**config.mk**
```make
export PLATFORM = sky130hd
export DESIGN_NAME = lzbd_queue
export DESIGN_NICKNAME = d
export VERILOG_FILES = /design/src/rtl/lzbd_pkg.sv /design/src/rtl/lzbd_queue.sv
export SDC_FILE = /design/constraint.sdc
export NUM_CORES = 1
export LEC_CHECK = 0
export BUFFER_PORTS_ARGS = -buffer_cell sky130_fd_sc_hd__buf_2
export CORE_UTILIZATION = 50
export CTS_BUF_LIST = sky130_fd_sc_hd__clkbuf_8
export DETAILED_ROUTE_END_ITERATION = 8
export GPL_TIMING_DRIVEN = 0
export PLACE_DENSITY_LB_ADDON = 0.08
export SLEW_MARGIN = 20
export SYNTH_ARGS = -nofsm -noshare
export SYNTH_HDL_FRONTEND = slang
export SYNTH_SLANG_ARGS = --single-unit
```
**constraint.sdc**
```tcl
create_clock -name clk_i -period 2.85 [get_ports clk_i]
set_input_delay 0.57 -clock clk_i [delete_from_list [all_inputs] [get_ports clk_i]]
set_output_delay 0.57 -clock clk_i [all_outputs]
set_load 0.01 [all_outputs]
```
**src/rtl/lzbd_pkg.sv**
```systemverilog
`default_nettype none
package lzbd_pkg;

  localparam int unsigned ADDR_MAX_W  = 16;
  localparam int unsigned QUEUE_DEPTH = 4;
  localparam int unsigned QUEUE_AW    = $clog2(QUEUE_DEPTH);
  localparam logic [15:0] CW_MARK     = 16'h8000;
  localparam logic [13:0] LONG_SPAN   = 14'd8192;
  localparam logic [8:0]  MIN_MATCH   = 9'd2;
  localparam logic [3:0]  HDR_RESET   = 4'd6;

  typedef enum logic [1:0] {
    CMD_LIT,
    CMD_COPY,
    CMD_END
  } cmd_kind_e;

  typedef struct packed {
    cmd_kind_e              kind;
    logic [7:0]             data;
    logic [8:0]             len;
    logic [ADDR_MAX_W-1:0]  src;
    logic [ADDR_MAX_W-1:0]  dst;
  } cmd_t;

  typedef enum logic [3:0] {
    PH_ENDED,
    PH_HEADER,
    PH_LIT,
    PH_SDISP,
    PH_LLO,
    PH_LHI,
    PH_EXT,
    PH_CWLO,
    PH_CWHI
  } phase_e;

  typedef enum logic [1:0] {
    CTX_TOP,
    CTX_SECOND,
    CTX_LEN1,
    CTX_LEN2
  } ctx_e;

  typedef enum logic [1:0] {
    BK_IDLE,
    BK_READ,
    BK_WRITE,
    BK_FLUSH
  } back_state_e;

endpackage
`default_nettype wire

```
**src/rtl/lzbd_queue.sv**
```systemverilog
`default_nettype none
module lzbd_queue import lzbd_pkg::*; (
  input  wire logic clk_i,
  input  wire logic rst_ni,
  input  wire logic push_i,
  input  wire cmd_t push_data_i,
  output logic      not_full_o,
  output logic      not_empty_o,
  input  wire logic pop_i,
  output cmd_t      pop_data_o
);

  cmd_t                mem_q [QUEUE_DEPTH];
  logic [QUEUE_AW-1:0] wr_q, rd_q;
  logic [QUEUE_AW:0]   cnt_q;
  logic                do_push, do_pop;

  assign not_full_o  = cnt_q != (QUEUE_AW+1)'(QUEUE_DEPTH);
  assign not_empty_o = cnt_q != '0;
  assign do_push     = push_i && not_full_o;
  assign do_pop      = pop_i && not_empty_o;
  assign pop_data_o  = mem_q[rd_q];

  always_ff @(posedge clk_i) begin
    if (do_push) begin
      mem_q[wr_q] <= push_data_i;
    end
  end

  always_ff @(posedge clk_i or negedge rst_ni) begin
    if (!rst_ni) begin
      wr_q  <= '0;
      rd_q  <= '0;
      cnt_q <= '0;
    end else begin
      if (do_push) begin
        wr_q <= wr_q + QUEUE_AW'(1);
      end
      if (do_pop) begin
        rd_q <= rd_q + QUEUE_AW'(1);
      end
      unique case ({do_push, do_pop})
        2'b10:   cnt_q <= cnt_q + (QUEUE_AW+1)'(1);
        2'b01:   cnt_q <= cnt_q - (QUEUE_AW+1)'(1);
        default: cnt_q <= cnt_q;
      endcase
    end
  end

endmodule
`default_nettype wire

```
==> results.tsv <==
metric	value	unit
seq_area_frac_synth	0.810	
final.min_clock_period	2.67	ns
dieArea	16100	um^2
tns	0	ns
io_pins	108	
cp.required	2.28	ns
finClkSkew	0.0190	ns
synth.distinct_cells	20	
grt_pass1_vias	3772	
synthTopCellsByArea	edfxtp_1 79%, mux4_2 15%, dfrtp_1 2.3%	
period_share	0.937	
r2r_slack	0.67	ns
die_h	127	um
finalSetupViolCount	0	
post_drt_wl_per_cell	19.2	um
rr_worst_depth	9	
worstPathArrival	2.10	ns
routabilityCongestion	0.692	
cts_made_buffers	35	
tightest_slew	0.665	ns
gr-total-overflow	0	
setup_slack	0.180	ns
postSynthRegisterBits	211	
critPathKind	flop to output port	
start_util	0.511	
start_kind	flop	
syn_nets	365	
drt_iter0_drc	127	
grt_start_max_net_pins	38	
portBuffers	107	
fmax	375	MHz
clk_latency	0.50	ns
cts_setup_buffers	0	
route.detailed.drc	0	
cp-endpoint	pop_data_o[40]	
synth.avg_cell_area	25.6	um^2
final_nets	514	
power_density	1020	nW/um^2
rsz0062_at_grt	no	
cts.sinks	211	
rows	45	
layout-drive-gt1-share	0.459	
grt_antenna_before_repair	0	
path_clk_slew	0.06	ns
antenna_left	0	
viasPerCell	5.30	
cts_tree	done	
slew_viol_final	0	
vias	3514	
crit_start	rd_q[1]$_DFFE_PN0P_	
synth.top_cell.area_share	0.788	
outcome	finished clean	
worstHoldPathType	primary input to flop	
hp-start	push_data_i[9]	
timing.rr.end	cnt_q[2]$_DFFE_PN0P_	
firstDrtPassIters	5	
fin_util	0.609	
cts-root-buf	clkbuf_8	
yosys_warnings	0	
slew-limit-headroom	0.557	
core_area	15200	um^2
grt_pass1_wl	19.6	mm
dp_hpwl	7.70	mm
track_usage	0.169	
r2r_start	cnt_q[0]$_DFFE_PN0P_	
yosys.area.top_type	edfxtp_1	
wirelength	12.7	mm
drv_cap	0	
crit_fanout	10	
area_growth	19.0	%
netlist_area	7770	um^2
syn_inst	304	
final_hold_viol_count	0	
diodes	0	
place_ws	0.635	ns
power	9400	uW
power.leakage	0.00326	uW
ir_drop	520	uV
cts_max_level	2	
worstSetupEndpointType	output port	
ctsLongestPathBuffers	3	
fp.dieW	127	um
-- how the worst min path moves through the flow --
| stage | endpoint | slack [ns] | depth (start not counted) |
|---|---|---|---|
| after floorplan | cnt_q[0]$_DFFE_PN0P_ | 0.27 | 0 |
| after global placement | cnt_q[0]$_DFFE_PN0P_ | 0.40 | 1 |
| after detailed placement | cnt_q[2]$_DFFE_PN0P_ | 0.40 | 1 |
| after CTS | mem_q[1][5]$_DFFE_PP_ | 0.24 | 1 |
| after global routing | mem_q[2][5]$_DFFE_PP_ | 0.26 | 1 |
| final | mem_q[0][9]$_DFFE_PP_ | 0.28 | 1 |
-- metal layers --
metal  vias to the layer above  global-route usage  share of wire
met1                      1792               0.197           0.40
li1                       1589                   -              -
met2                       110               0.285           0.51
met3                        23              0.0590          0.073
met4                         0              0.0721          0.021
met5                         -                   0              0
-- through the flow --
step	hold slack (ns)	cell area, um^2	instances
after floorplan	0.274	7770	304
after global placement	0.404	8550	599
after detailed placement	0.405	8650	603
after CTS	0.244	9260	663
after global routing	0.256	9260	663
final	0.277	9260	663
-- final cells by class --
cell class / count / area, um^2
repair buffers: 112 / 633
plain buffers: 12 / 67.6
multi-input cells: 75 / 1400
clock buffers: 37 / 509
fillers: 1112 / 5950
clock inverters: 22 / 87.6
flip-flops and latches: 211 / 6300
inverters: 6 / 22.5
well taps: 188 / 235
-- state kept, by name, summed over array words and instances (netlist names) --
| name | flops |
|---|---|
| cnt_q | 3 |
| rd_q | 2 |
| mem_q | 204 |
| wr_q | 2 |
-- worst max-delay path, cell delays in order, from the launching register on --
cell and delay, ns:
dfrtp_1 0.32, buf_2 0.19, clkbuf_1 0.54, mux4_2 0.41, buf_2 0.16
-- what timing repair did --
action | in CTS | in global routing
endpoints found under the hold margin | 7 | 0
gates resized for setup | 0 | 0
hold buffers | 1 | 0
setup endpoints to repair | 0 | 0
-- cell usage after synthesis (all sizes together) --
master / instances
and2: 1
and3: 4
buf: 8
clkbuf: 4
dfrtp: 7
edfxtp: 204
fa: 1
ha: 5
inv: 6
mux2: 1
mux2i: 1
mux4: 51
nand2: 1
nor2: 1
o31a: 1
or3: 1
or3b: 1
xnor2: 3
xor2: 3
-- report_power, final --
group          switching (uW)  internal, uW  leakage (uW)
Sequential                138          4100       0.00195
Clock                    1060          1190      0.000339
Combinational            1530          1380      0.000967
-- logic make-up (layout without fill, tap and decap cells) --
| group | after synthesis | after routing | synth area share |
|---|---|---|---|
| multiplexers | 53 | 53 | 0.151 |
| adder cells (fa/ha/maj) | 6 | 6 | 0.0106 |
| AND/OR/NAND/NOR | 9 | 9 | 0.00837 |
| XOR/XNOR | 6 | 6 | 0.00676 |
| flip-flops | 211 | 211 | 0.810 |
| buffers and inverters | 18 | 189 | 0.0116 |
| AO/OA/AOI/OAI | 1 | 1 | 0.00129 |
-- placed cells by master, fill, tap and decap left out --
master,count
or3_2,1
clkbuf_8,37
clkbuf_1,4
edfxtp_1,204
o31a_2,1
xor2_1,3
clkinv_2,1
mux2_4,1
buf_2,110
xnor2_1,3
fa_1,1
and3_4,4
nor2_1,1
dfrtp_1,7
and2_4,1
mux2i_1,1
inv_1,16
dlygate4sd3_1,1
or3b_4,1
nand2_1,1
buf_16,1
buf_4,5
clkinvlp_4,1
clkinv_1,10
ha_1,5
buf_12,3
mux4_2,51
Note: power is estimated with default switching activity, not from simulation.
