File: src/rtl/lzbd_pkg.sv
`default_nettype none
package lzbd_pkg;

  localparam int unsigned ADDR_MAX_W  = 16;
  localparam int unsigned QUEUE_DEPTH = 4;
  localparam int unsigned QUEUE_AW    = $clog2(QUEUE_DEPTH);
  localparam logic [15:0] CW_MARK     = 16'h8000;
  localparam logic [13:0] LONG_SPAN   = 14'd8192;
  localparam logic [8:0]  MIN_MATCH   = 9'd2;
  localparam logic [3:0]  HDR_RESET   = 4'd6;

  typedef enum logic [1:0] {
    CMD_LIT,
    CMD_COPY,
    CMD_END
  } cmd_kind_e;

  typedef struct packed {
    cmd_kind_e              kind;
    logic [7:0]             data;
    logic [8:0]             len;
    logic [ADDR_MAX_W-1:0]  src;
    logic [ADDR_MAX_W-1:0]  dst;
  } cmd_t;

  typedef enum logic [3:0] {
    PH_ENDED,
    PH_HEADER,
    PH_LIT,
    PH_SDISP,
    PH_LLO,
    PH_LHI,
    PH_EXT,
    PH_CWLO,
    PH_CWHI
  } phase_e;

  typedef enum logic [1:0] {
    CTX_TOP,
    CTX_SECOND,
    CTX_LEN1,
    CTX_LEN2
  } ctx_e;

  typedef enum logic [1:0] {
    BK_IDLE,
    BK_READ,
    BK_WRITE,
    BK_FLUSH
  } back_state_e;

endpackage
`default_nettype wire

File: src/rtl/lzbd_front.sv
`default_nettype none
module lzbd_front import lzbd_pkg::*; #(
  parameter int unsigned AW = 13
) (
  input  wire logic       clk_i,
  input  wire logic       rst_ni,
  input  wire logic       in_valid_i,
  output logic            in_ready_o,
  input  wire logic [7:0] in_byte_i,
  input  wire logic       start_i,
  input  wire logic [3:0] header_bytes_i,
  output logic            cmd_valid_o,
  output cmd_t            cmd_o,
  input  wire logic       cmd_ready_i
);

  typedef struct packed {
    phase_e      phase;
    ctx_e        ctx;
    logic [15:0] cs;
    logic [8:0]  plen;
  } settle_t;

  function automatic settle_t settle(ctx_e ctx, logic have, logic b,
                                     logic [15:0] cs, logic [8:0] plen);
    settle_t r;
    logic    done;
    logic    bv;
    logic    h;
    ctx_e    c;
    r.cs    = cs;
    r.plen  = plen;
    r.phase = PH_ENDED;
    r.ctx   = ctx;
    c       = ctx;
    h       = have;
    bv      = b;
    done    = 1'b0;
    for (int i = 0; i < 4; i++) begin
      if (!done) begin
        if (!h) begin
          bv   = r.cs[0];
          r.cs = {1'b0, r.cs[15:1]};
        end
        if (!h && r.cs == 16'd0) begin
          r.phase = PH_CWLO;
          r.ctx   = c;
          done    = 1'b1;
        end else begin
          h = 1'b0;
          unique case (c)
            CTX_TOP: begin
              if (bv) begin
                r.phase = PH_LIT;
                done    = 1'b1;
              end else begin
                c = CTX_SECOND;
              end
            end
            CTX_SECOND: begin
              if (bv) begin
                r.phase = PH_LLO;
                done    = 1'b1;
              end else begin
                r.plen = 9'd0;
                c      = CTX_LEN1;
              end
            end
            CTX_LEN1: begin
              r.plen = {8'd0, bv};
              c      = CTX_LEN2;
            end
            default: begin
              r.plen  = {r.plen[7:0], bv};
              r.phase = PH_SDISP;
              done    = 1'b1;
            end
          endcase
        end
      end
    end
    return r;
  endfunction

  phase_e        phase_q, phase_d;
  ctx_e          ctx_q, ctx_d;
  logic [15:0]   cs_q, cs_d;
  logic [7:0]    held_q, held_d;
  logic [8:0]    plen_q, plen_d;
  logic [13:0]   pdist_q, pdist_d;
  logic [3:0]    hl_q, hl_d;
  logic [AW-1:0] wp_q, wp_d;
  logic          accept;

  assign in_ready_o = cmd_ready_i;
  assign accept     = in_valid_i && cmd_ready_i;

  always_comb begin
    settle_t       s;
    logic [15:0]   w;
    logic [8:0]    len;
    logic [AW:0]   back_src;
    logic [AW-1:0] src;
    phase_d     = phase_q;
    ctx_d       = ctx_q;
    cs_d        = cs_q;
    held_d      = held_q;
    plen_d      = plen_q;
    pdist_d     = pdist_q;
    hl_d        = hl_q;
    wp_d        = wp_q;
    cmd_valid_o = 1'b0;
    cmd_o       = '0;
    s           = '0;
    w           = {in_byte_i, held_q};
    len         = '0;
    back_src    = '0;
    src         = '0;
    if (accept) begin
      if (start_i) begin
        wp_d    = '0;
        cs_d    = '0;
        held_d  = '0;
        plen_d  = '0;
        pdist_d = '0;
        hl_d    = header_bytes_i;
        if (header_bytes_i != 4'd0) begin
          phase_d = PH_HEADER;
        end else begin
          s       = settle(CTX_TOP, 1'b0, 1'b0, cs_d, plen_d);
          phase_d = s.phase;
          ctx_d   = s.ctx;
          cs_d    = s.cs;
          plen_d  = s.plen;
        end
      end
      w = {in_byte_i, held_d};
      unique case (phase_d)
        PH_HEADER: begin
          hl_d = hl_d - 4'd1;
          if (hl_d == 4'd0) begin
            s       = settle(CTX_TOP, 1'b0, 1'b0, cs_d, plen_d);
            phase_d = s.phase;
            ctx_d   = s.ctx;
            cs_d    = s.cs;
            plen_d  = s.plen;
          end
        end
        PH_LIT: begin
          cmd_valid_o = 1'b1;
          cmd_o.kind  = CMD_LIT;
          cmd_o.data  = in_byte_i;
          cmd_o.len   = 9'd1;
          cmd_o.dst   = ADDR_MAX_W'(wp_d);
          wp_d        = wp_d + AW'(1);
          s           = settle(CTX_TOP, 1'b0, 1'b0, cs_d, plen_d);
          phase_d     = s.phase;
          ctx_d       = s.ctx;
          cs_d        = s.cs;
          plen_d      = s.plen;
        end
        PH_SDISP: begin
          src         = wp_d + {{(AW-8){in_byte_i[7]}}, in_byte_i};
          len         = plen_d + MIN_MATCH;
          cmd_valid_o = 1'b1;
          cmd_o.kind  = CMD_COPY;
          cmd_o.len   = len;
          cmd_o.src   = ADDR_MAX_W'(src);
          cmd_o.dst   = ADDR_MAX_W'(wp_d);
          wp_d        = wp_d + AW'(len);
          s           = settle(CTX_TOP, 1'b0, 1'b0, cs_d, plen_d);
          phase_d     = s.phase;
          ctx_d       = s.ctx;
          cs_d        = s.cs;
          plen_d      = s.plen;
        end
        PH_LLO: begin
          held_d  = in_byte_i;
          phase_d = PH_LHI;
        end
        PH_LHI: begin
          pdist_d = LONG_SPAN - {1'b0, w[15:3]};
          plen_d  = {6'd0, w[2:0]};
          if (w[2:0] == 3'd0) begin
            phase_d = PH_EXT;
          end else begin
            back_src    = {1'b0, wp_d} - (AW+1)'(pdist_d);
            len         = plen_d + MIN_MATCH;
            cmd_valid_o = 1'b1;
            cmd_o.kind  = CMD_COPY;
            cmd_o.len   = len;
            cmd_o.src   = ADDR_MAX_W'(back_src[AW-1:0]);
            cmd_o.dst   = ADDR_MAX_W'(wp_d);
            wp_d        = wp_d + AW'(len);
            s           = settle(CTX_TOP, 1'b0, 1'b0, cs_d, plen_d);
            phase_d     = s.phase;
            ctx_d       = s.ctx;
            cs_d        = s.cs;
            plen_d      = s.plen;
          end
        end
        PH_EXT: begin
          cmd_valid_o = 1'b1;
          if (in_byte_i == 8'd0) begin
            cmd_o.kind = CMD_END;
            phase_d    = PH_ENDED;
          end else begin
            plen_d     = {1'b0, in_byte_i};
            back_src   = {1'b0, wp_d} - (AW+1)'(pdist_d);
            len        = plen_d + MIN_MATCH;
            cmd_o.kind = CMD_COPY;
            cmd_o.len  = len;
            cmd_o.src  = ADDR_MAX_W'(back_src[AW-1:0]);
            cmd_o.dst  = ADDR_MAX_W'(wp_d);
            wp_d       = wp_d + AW'(len);
            s          = settle(CTX_TOP, 1'b0, 1'b0, cs_d, plen_d);
            phase_d    = s.phase;
            ctx_d      = s.ctx;
            cs_d       = s.cs;
            plen_d     = s.plen;
          end
        end
        PH_CWLO: begin
          held_d  = in_byte_i;
          phase_d = PH_CWHI;
        end
        PH_CWHI: begin
          cs_d    = {1'b0, w[15:1]} | CW_MARK;
          s       = settle(ctx_d, 1'b1, w[0], cs_d, plen_d);
          phase_d = s.phase;
          ctx_d   = s.ctx;
          cs_d    = s.cs;
          plen_d  = s.plen;
        end
        default: begin
          phase_d = phase_q;
        end
      endcase
    end
  end

  always_ff @(posedge clk_i or negedge rst_ni) begin
    if (!rst_ni) begin
      phase_q <= PH_ENDED;
      ctx_q   <= CTX_TOP;
      cs_q    <= '0;
      held_q  <= '0;
      plen_q  <= '0;
      pdist_q <= '0;
      hl_q    <= '0;
      wp_q    <= '0;
    end else begin
      phase_q <= phase_d;
      ctx_q   <= ctx_d;
      cs_q    <= cs_d;
      held_q  <= held_d;
      plen_q  <= plen_d;
      pdist_q <= pdist_d;
      hl_q    <= hl_d;
      wp_q    <= wp_d;
    end
  end

endmodule
`default_nettype wire

File: config.mk
export PLATFORM = sky130hd
export DESIGN_NAME = lzbd_front
export DESIGN_NICKNAME = d
export VERILOG_FILES = /design/src/rtl/lzbd_pkg.sv /design/src/rtl/lzbd_front.sv
export SDC_FILE = /design/constraint.sdc
export NUM_CORES = 1
export LEC_CHECK = 0
export ABC_AREA = 1
export BUFFER_PORTS_ARGS = -buffer_cell sky130_fd_sc_hd__buf_2
export CAP_MARGIN = 20
export CORE_AREA = 2 2 137 139
export DETAILED_ROUTE_END_ITERATION = 10
export DIE_AREA = 0 0 139 141
export PLACE_DENSITY = 0.87
export SLEW_MARGIN = 20
export SYNTH_ARGS = -nofsm -noshare
export SYNTH_HDL_FRONTEND = slang
export SYNTH_SLANG_ARGS = --single-unit
export TNS_END_PERCENT = 20
File: constraint.sdc
create_clock -name clk_i -period 4.05 [get_ports clk_i]
set_input_delay 0.2025 -clock clk_i [delete_from_list [all_inputs] [get_ports clk_i]]
set_output_delay 0.2025 -clock clk_i [all_outputs]
set_load 0.005 [all_outputs]
==> results of run 1 <==
[per-layer routing]
| layer | vias up | track usage | wire, microns |
|---|---|---|---|
| met5 | - | 0 | 0 |
| met4 | 0 | 0.2026 | 2231 |
| met3 | 145 | 0.07948 | 4058 |
| met2 | 709 | 0.5937 | 16220 |
| met1 | 5501 | 0.5005 | 15230 |
| li1 | 5806 | - | - |
[power by group]
group          leakage (uW)  internal (uW)  switching (uW)  total (uW)
clock              0.000136            417             357         773
combinational       0.00477           1170            2620        3790
sequential         0.000869            905             137        1040
[registers in the layout, indices dropped and copies added, names as in the netlist]
register / cells
phase_q: 4
wp_q: 13
ctx_q: 2
plen_q: 9
pdist_q: 13
cs_q: 16
held_q: 8
hl_q: 4
[area by class of cell]
| type | count | area (sq um) |
|---|---|---|
| clock buffer | 9 | 225.2 |
| clock inverter | 7 | 48.80 |
| fill | 1803 | 7076 |
| inverter | 229 | 862.1 |
| multi-input combinational | 1341 | 7246 |
| sequential | 69 | 1727 |
| tap | 234 | 292.8 |
| timing repair buffer | 126 | 790.8 |
[timing repair]
action,4_1_cts,5_1_grt
setup endpoints to repair,0,10
resized for setup,0,26
setup buffers,0,1
[cells by family after synthesis]
logic type      after synthesis
fa+ha+maj                    71
compound gates              416
xor+xnor                     30
other cells                   1
flops                        69
buf+inv                     299
simple gates                818
[synth_stat cells (4+ instances only)]
master,count
sky130_fd_sc_hd__a22oi_1,8
sky130_fd_sc_hd__nor3_1,39
sky130_fd_sc_hd__a31oi_1,7
sky130_fd_sc_hd__nand3_1,101
sky130_fd_sc_hd__nand2_1,421
sky130_fd_sc_hd__fa_1,6
sky130_fd_sc_hd__o21bai_1,5
sky130_fd_sc_hd__nor2_4,4
sky130_fd_sc_hd__clkbuf_1,37
sky130_fd_sc_hd__buf_6,9
sky130_fd_sc_hd__a22o_1,8
sky130_fd_sc_hd__a21oi_1,127
sky130_fd_sc_hd__o21ai_0,159
sky130_fd_sc_hd__nand2_2,7
sky130_fd_sc_hd__o221ai_1,11
sky130_fd_sc_hd__xor2_1,24
sky130_fd_sc_hd__o21ai_2,4
sky130_fd_sc_hd__buf_2,8
sky130_fd_sc_hd__o21ai_1,12
sky130_fd_sc_hd__xnor2_1,6
sky130_fd_sc_hd__buf_4,9
sky130_fd_sc_hd__o31ai_1,6
sky130_fd_sc_hd__nor2_2,7
sky130_fd_sc_hd__o22ai_1,10
sky130_fd_sc_hd__buf_1,6
sky130_fd_sc_hd__nand4_1,12
sky130_fd_sc_hd__nor4_1,4
sky130_fd_sc_hd__ha_1,65
sky130_fd_sc_hd__inv_2,4
sky130_fd_sc_hd__a211oi_1,11
sky130_fd_sc_hd__o211ai_1,20
sky130_fd_sc_hd__dfrtp_1,69
sky130_fd_sc_hd__nand2_4,5
sky130_fd_sc_hd__nor2_1,192
sky130_fd_sc_hd__a221oi_1,6
sky130_fd_sc_hd__inv_1,222
sky130_fd_sc_hd__or2_2,13
[worst max-delay path, delay by kind of cell]
kind / cells / cell delay [ns]
AOI/OAI and AO/OA: 6 / 1.11
buffers and inverters: 5 / 0.84
adders and majority gates: 2 / 0.71
and+or+nand+nor: 7 / 0.85
[metrics by stage]
| stage | total power [uW] | utilization | area [sq um] |
|---|---|---|---|
| 2_1_floorplan | 3711 | - | 10100 |
| 3_3_place_gp | 4568 | 0.5910 | 10800 |
| 3_5_place_dp | 4635 | 0.5910 | 10800 |
| 4_1_cts | 5421 | 0.6060 | 11070 |
| 5_1_grt | 6064 | 0.6127 | 11190 |
| 6_report | 5607 | 0.6127 | 11190 |
[worst paths after layout]
| check | startpoint | end |
|---|---|---|
| max reg2reg | phase_q[2]$_DFFE_PN0P_ | wp_q[12]$_DFFE_PN0P_ |
| min | rst_ni | hl_q[0]$_DFFE_PN0P_ |
| max | start_i | cmd_o[28] |
| max in group asynchronous | rst_ni | plen_q[7]$_DFFE_PN0P_ |
| min reg2reg | pdist_q[1]$_DFFE_PN0P_ | pdist_q[1]$_DFFE_PN0P_ |
| min in group clk_i | in_valid_i | wp_q[3]$_DFFE_PN0P_ |
==> metrics, run 1 <==
post-synthesis share of cell area spent on and, or, nand and nor gates 0.3459; Max Cap Violations 0; transition time at the pin with the least slew margin 0.9717 ns; die boundary height 141 microns; post-synthesis compound-gate area fraction 0.2401; area share of the largest cell type after synthesis 0.1712; vias in the first global route approximately 11000; remaining routing DRC violations 0; most used cell, CP sky130_fd_sc_hd__nand2_1; layout cell share with drive strength beyond 1 0.1224; most common library cell in the layout ignoring fill and taps sky130_fd_sc_hd__nand2_1; total wire length 37740 microns; maximum number of pins on one net before global-route repair 81; Worst Path Required 3.85 ns; count of flip-flops with a built-in enable after synthesis 0; final critical-path required period 3.931 ns; Global Route Usage Sum 0.3818; clock slew at reported path FFs ~0.07 ns; portion of netlist area occupied by mux cells 0; final-report setup violation count 0; power density over the cells 501.0 mW/mm^2; commonest cells after routing, fill and taps aside sky130_fd_sc_hd__nand2_1 (420), sky130_fd_sc_hd__inv_1 (221), sky130_fd_sc_hd__nor2_1 (183), sky130_fd_sc_hd__o21ai_0 (158), sky130_fd_sc_hd__a21oi_1 (125); type of destination of the critical path output pin; ranking of synthesized cells by area sky130_fd_sc_hd__dfrtp_1 (17%), sky130_fd_sc_hd__nand2_1 (16%), sky130_fd_sc_hd__inv_1 (8.3%); Worst slew margin 0.3522; placed insts 1998; first-pass GRT wire length 59700 microns; number of cells on the worst reg-to-reg path 24; failing checks negative hold slack; Synth Instances 1704; Critical Path Slowest Stage Cell sky130_fd_sc_hd__o31ai_1; worst clock skew on the final layout 0.01115 ns; slack of the worst reg-to-reg path 0.55 ns; placer congestion estimate 1.044; largest area contributor in the synthesized netlist sky130_fd_sc_hd__dfrtp_1; overall die area 0.01960 sq mm; most used flip-flop cell after synthesis sky130_fd_sc_hd__dfrtp_1; TritonCTS clock tree yes; signal arrival time at the worst endpoint approximately 3.7 ns; combinational family with the most area after synthesis simple AND/OR/NAND/NOR gates; final slew viol count 0; via count of the routed design 12160; Worst setup SP type input pin; total leakage power 0.005780 uW; share of the cycle needed by the critical path after routing 0.9705; number of register bits inferred by synthesis 69; RSZ-0062 raised after global routing true; worst-path maximum fanout 18; length of the first detailed-routing pass in iterations 6; antenna violations before repair 0; proportion of synthesized flip-flops having asynchronous set or reset 1.000; fraction of the mapped netlist area in adder cells 0.09257; HPWL after DPL 28450 microns; Ys Warns 0; sequential share of the synthesized area 0.1712; area share of xor/xnor cells in the synthesized design 0.02606; final routed wire length divided by cell count 18.73 microns; io pins 70; Std-Cell Rows 50; effective utilization at floorplan 0.5520; Final Hold Violating Endpoints 3; # H-tree levels 3; setup TNS after final layout 0 ns; GRT overflow 0; root buffer selected by CTS sky130_fd_sc_hd__clkbuf_16; critical-path cell list buf_2, buf_4, nor2_2, inv_1, ha_1, fa_1, o31ai_1, nand2_1, a21oi_1, o21ai_0, nand2_1, nand2_1, inv_1, o21ai_0, nand2_1, o21ai_0, a21oi_1, nor2_1, nor2_1, buf_2; starting DRC count in detailed routing 1581; Antenna Violating Nets Remaining 0; number of unique standard cell types used by synthesis 60; CTS buffer count 9; Post-Synthesis Cell Area 0.01008 sq mm; buffers added on ports 63; average via count per standard cell 6.035; latest clock arrival within the worst-skew pair 0.36 ns; cts hold-fix bufs 0; layout overhead on the synthesized area 10.99%; Setup Slack @ Placement 0.1361 ns; kind of critical path in -> out; Clock Sink Count 69; number of nets at the end of the flow roughly 1900; fin cells 2015; largest voltage drop on the vdd net 0.3656 mV; Achievable Freq 254.4 MHz; Avg Inst Size Synth 5.918 sq um; number of antenna cells inserted 0; area of the core 0.01827 sq mm; die extent in x 139 microns; final worst hold slack -0.009371 ns; least setup slack across all paths after layout 0.1195 ns; maximum clock path buffer count 2; result of the run complete, but fails checks; highest cell delay on the worst timing path about 0.50 ns; worst min path class in -> async
No activity file was read; power rests on OpenSTA's default activity.
==> run 2: changes to the inputs <==
ABC_AREA = unset   (was 1)
CORE_AREA = 2 2 132 134   (was 2 2 137 139)
DIE_AREA = 0 0 134 136   (was 0 0 139 141)
PLACE_DENSITY = 0.88   (was 0.87)
==> metrics, run 2 <==
largest registers cs_q (16), pdist_q (13), wp_q (13); final routed wire length divided by cell count around 22 microns; Synth Instances about 1300; maximum number of pins on one net before global-route repair 85; total wire length 34600 microns; placed insts 1576; total leakage power 0.004425 uW; die extent in x approximately 130 microns; count of flip-flops with a built-in enable after synthesis 0; Achievable Freq 260.0 MHz; CTS buffer count 9; Final Hold Violating Endpoints 0; final-report setup violation count 0; latest clock arrival within the worst-skew pair ~0.36 ns; maximum clock path buffer count 2; Reg2Reg Capture Point wp_q[10]$_DFFE_PN0P_; worst min path class in -> reg; Filler Cells Inserted ~1500; Std-Cell Rows 48; critical-path cell list nand2_1, ha_2, nor2b_1, o21ai_1, or3_4, nand2_1, ha_1, and2_1, o21ai_0, o21ai_1, o41ai_2, xnor2_1, a22oi_1, a21oi_1, buf_2; HPWL after DPL roughly 25000 microns; Worst Path Required between 3 and 4 ns; Critical Path Slowest Stage Cell sky130_fd_sc_hd__dfrtp_2; register with the most flip-flops cs_q; Worst setup SP type flop; power density over the cells 517.9 mW/mm^2; clock slew at reported path FFs ~0.060 ns; number of unique standard cell types used by synthesis 85; layout overhead on the synthesized area 10.57%; Global Route Usage Sum 0.3760; number of nets at the end of the flow 1451; final slew viol count 0; slack of the worst reg-to-reg path 0.30 ns; most common library cell in the layout ignoring fill and taps sky130_fd_sc_hd__nand2_1; die boundary height about 140 microns; transition time at the pin with the least slew margin 1.031 ns; largest area contributor in the synthesized netlist sky130_fd_sc_hd__dfrtp_1; Critical path origin held_q[3]$_DFFE_PN0P_; number of cells on the worst reg-to-reg path 11; end of the critical path cmd_o[28]; io pins 70; Clock Sink Count 69; vias in the first global route 10160; TritonCTS clock tree yes; first-pass GRT wire length 53950 microns; signal arrival time at the worst endpoint 3.64 ns; ranking of synthesized cells by area sky130_fd_sc_hd__dfrtp_1 (18%), sky130_fd_sc_hd__ha_1 (8.6%), sky130_fd_sc_hd__o21ai_0 (6.7%); starting DRC count in detailed routing 1694; root buffer selected by CTS sky130_fd_sc_hd__clkbuf_16; highest cell delay on the worst timing path around 0.46 ns; via count of the routed design 11020; placer congestion estimate roughly 1.1; Core Util, Final 0.6188; # H-tree levels 3; length of the first detailed-routing pass in iterations 7; Post-Synthesis Cell Area 0.009445 sq mm; top cells by instance count after synthesis sky130_fd_sc_hd__nand2_1 (145), sky130_fd_sc_hd__nor2_1 (133), sky130_fd_sc_hd__o21ai_0 (127); area of the core between 0.015 and 0.02 sq mm; antenna violations before repair 0; effective utilization at floorplan 0.5597; largest voltage drop on the vdd net 0.3247 mV; fin cells 1592; worst hold stages 4; RSZ-0062 raised after global routing false; sequential share of the synthesized area 0.1828; setup TNS after final layout 0 ns; buffers added on ports 63; commonest cells after routing, fill and taps aside sky130_fd_sc_hd__nand2_1 (145), sky130_fd_sc_hd__nor2_1 (133), sky130_fd_sc_hd__o21ai_0 (123), sky130_fd_sc_hd__a21oi_1 (105), sky130_fd_sc_hd__dfrtp_1 (67); Reg2Reg Launch Point phase_q[0]$_DFFE_PN0P_; share of the cycle needed by the critical path after routing 0.9495; total power 5409 uW; worst-path maximum fanout 8; number of register bits inferred by synthesis a little under 70; flip-flop count of the largest register after layout 16; kind of critical path reg -> out; result of the run finished clean; proportion of synthesized flip-flops having asynchronous set or reset 1.000; least setup slack across all paths after layout 0.2046 ns; Worst slew margin 0.3078; remaining routing DRC violations 0; area share of the largest cell type after synthesis 0.1828; final critical-path required period 3.845 ns; post-CTS setup-driven buffer insertion count 0; GRT overflow 0; Setup Slack @ Placement around 0.35 ns; overall die area 0.01822 sq mm; cell with the most instances after synthesis sky130_fd_sc_hd__nand2_1; Antenna Violating Nets Remaining 0; most used flip-flop cell after synthesis sky130_fd_sc_hd__dfrtp_1; worst clock skew on the final layout approximately 0.011 ns; Max Cap Violations 0; type of destination of the critical path output pin; Ys Warns 0; average via count per standard cell 6.920; Avg Inst Size Synth 7.156 sq um; number of antenna cells inserted 0; layout cell share with drive strength beyond 1 0.1200
## run 2: changes by cell type after synthesis, sizes merged, moves of 24 or more
cell | before | now
nand2 | 433 | 146
inv | 227 | 40
nand3 | 104 | 35
nor2 | 203 | 134
o21ai | 175 | 133
xnor2 | 6 | 43
nor2b | 0 | 27
clkbuf | 37 | 62
and2 | 3 | 27
## run 2: layout make-up
type	count	area, sq um	area share
sequential	69	1729	0.1656
multi-input combinational	1130	7278	0.6969
clock buffer	11	252.7	0.02420
inverter	41	153.9	0.01474
timing repair buffer	112	700.7	0.06709
tap	225	281.5	0.02696
clock inverter	4	47.55	0.004553
## run 2: power breakdown
group | switching, uW | leakage [uW] | internal (uW)
sequential | 238 | 0.000921 | 842
clock | 332 | 0.000147 | 505
combinational | 2150 | 0.00336 | 1340
## run 2: cells by family after synthesis
logic type                 synth area share
AOI/OAI and AO/OA                    0.3129
other                             0.0003970
adders and majority gates           0.09882
DFF                                  0.1828
muxes                               0.02398
and+or+nand+nor                      0.2580
buffers and inverters               0.05630
xor gates and xnor gates            0.06676
## run 2: what timing repair did
item	CTS	global route
hold endpoints to repair	0	43
pin swaps	0	1
hold buffers	0	1
endpoints found under the setup margin	1	4
resized for setup	1	10
## run 2: worst min-delay path by stage
stage	startpoint	endpoint	slack [ns]
finish	header_bytes_i[2]	hl_q[2]$_DFFE_PN0P_	0.30
global route	header_bytes_i[2]	hl_q[2]$_DFFE_PN0P_	0.34
CTS	rst_ni	plen_q[3]$_DFFE_PN0P_	0.09
detailed placement	rst_ni	hl_q[1]$_DFFE_PN0P_	0.45
global placement	rst_ni	hl_q[1]$_DFFE_PN0P_	0.44
floorplan	rst_ni	cs_q[0]$_DFFE_PN0P_	-0.09
## run 2: worst max-delay path, delay by kind of cell, from the launching register on
family	cells	cell delay, ns
and+or+nand+nor	5	0.98
buffers and inverters	1	0.17
DFF	1	0.46
AOI/OAI and AO/OA	6	1.06
adders and majority gates	2	0.51
xor gates and xnor gates	1	0.11
## run 2: per-stage QoR
step	cell area [sq um]	hold slack, ns
4_1_cts	10380	0.08515
3_5_place_dp	10070	0.4513
2_1_floorplan	9475	-0.09309
5_1_grt	10440	0.3376
6_report	10440	0.2990
3_3_place_gp	10070	0.4380
## run 2: metal layers
metal,share of wire,track usage
met5,0,0
met4,0.057,0.1903
met3,0.13,0.08650
met2,0.43,0.5766
met1,0.39,0.4971
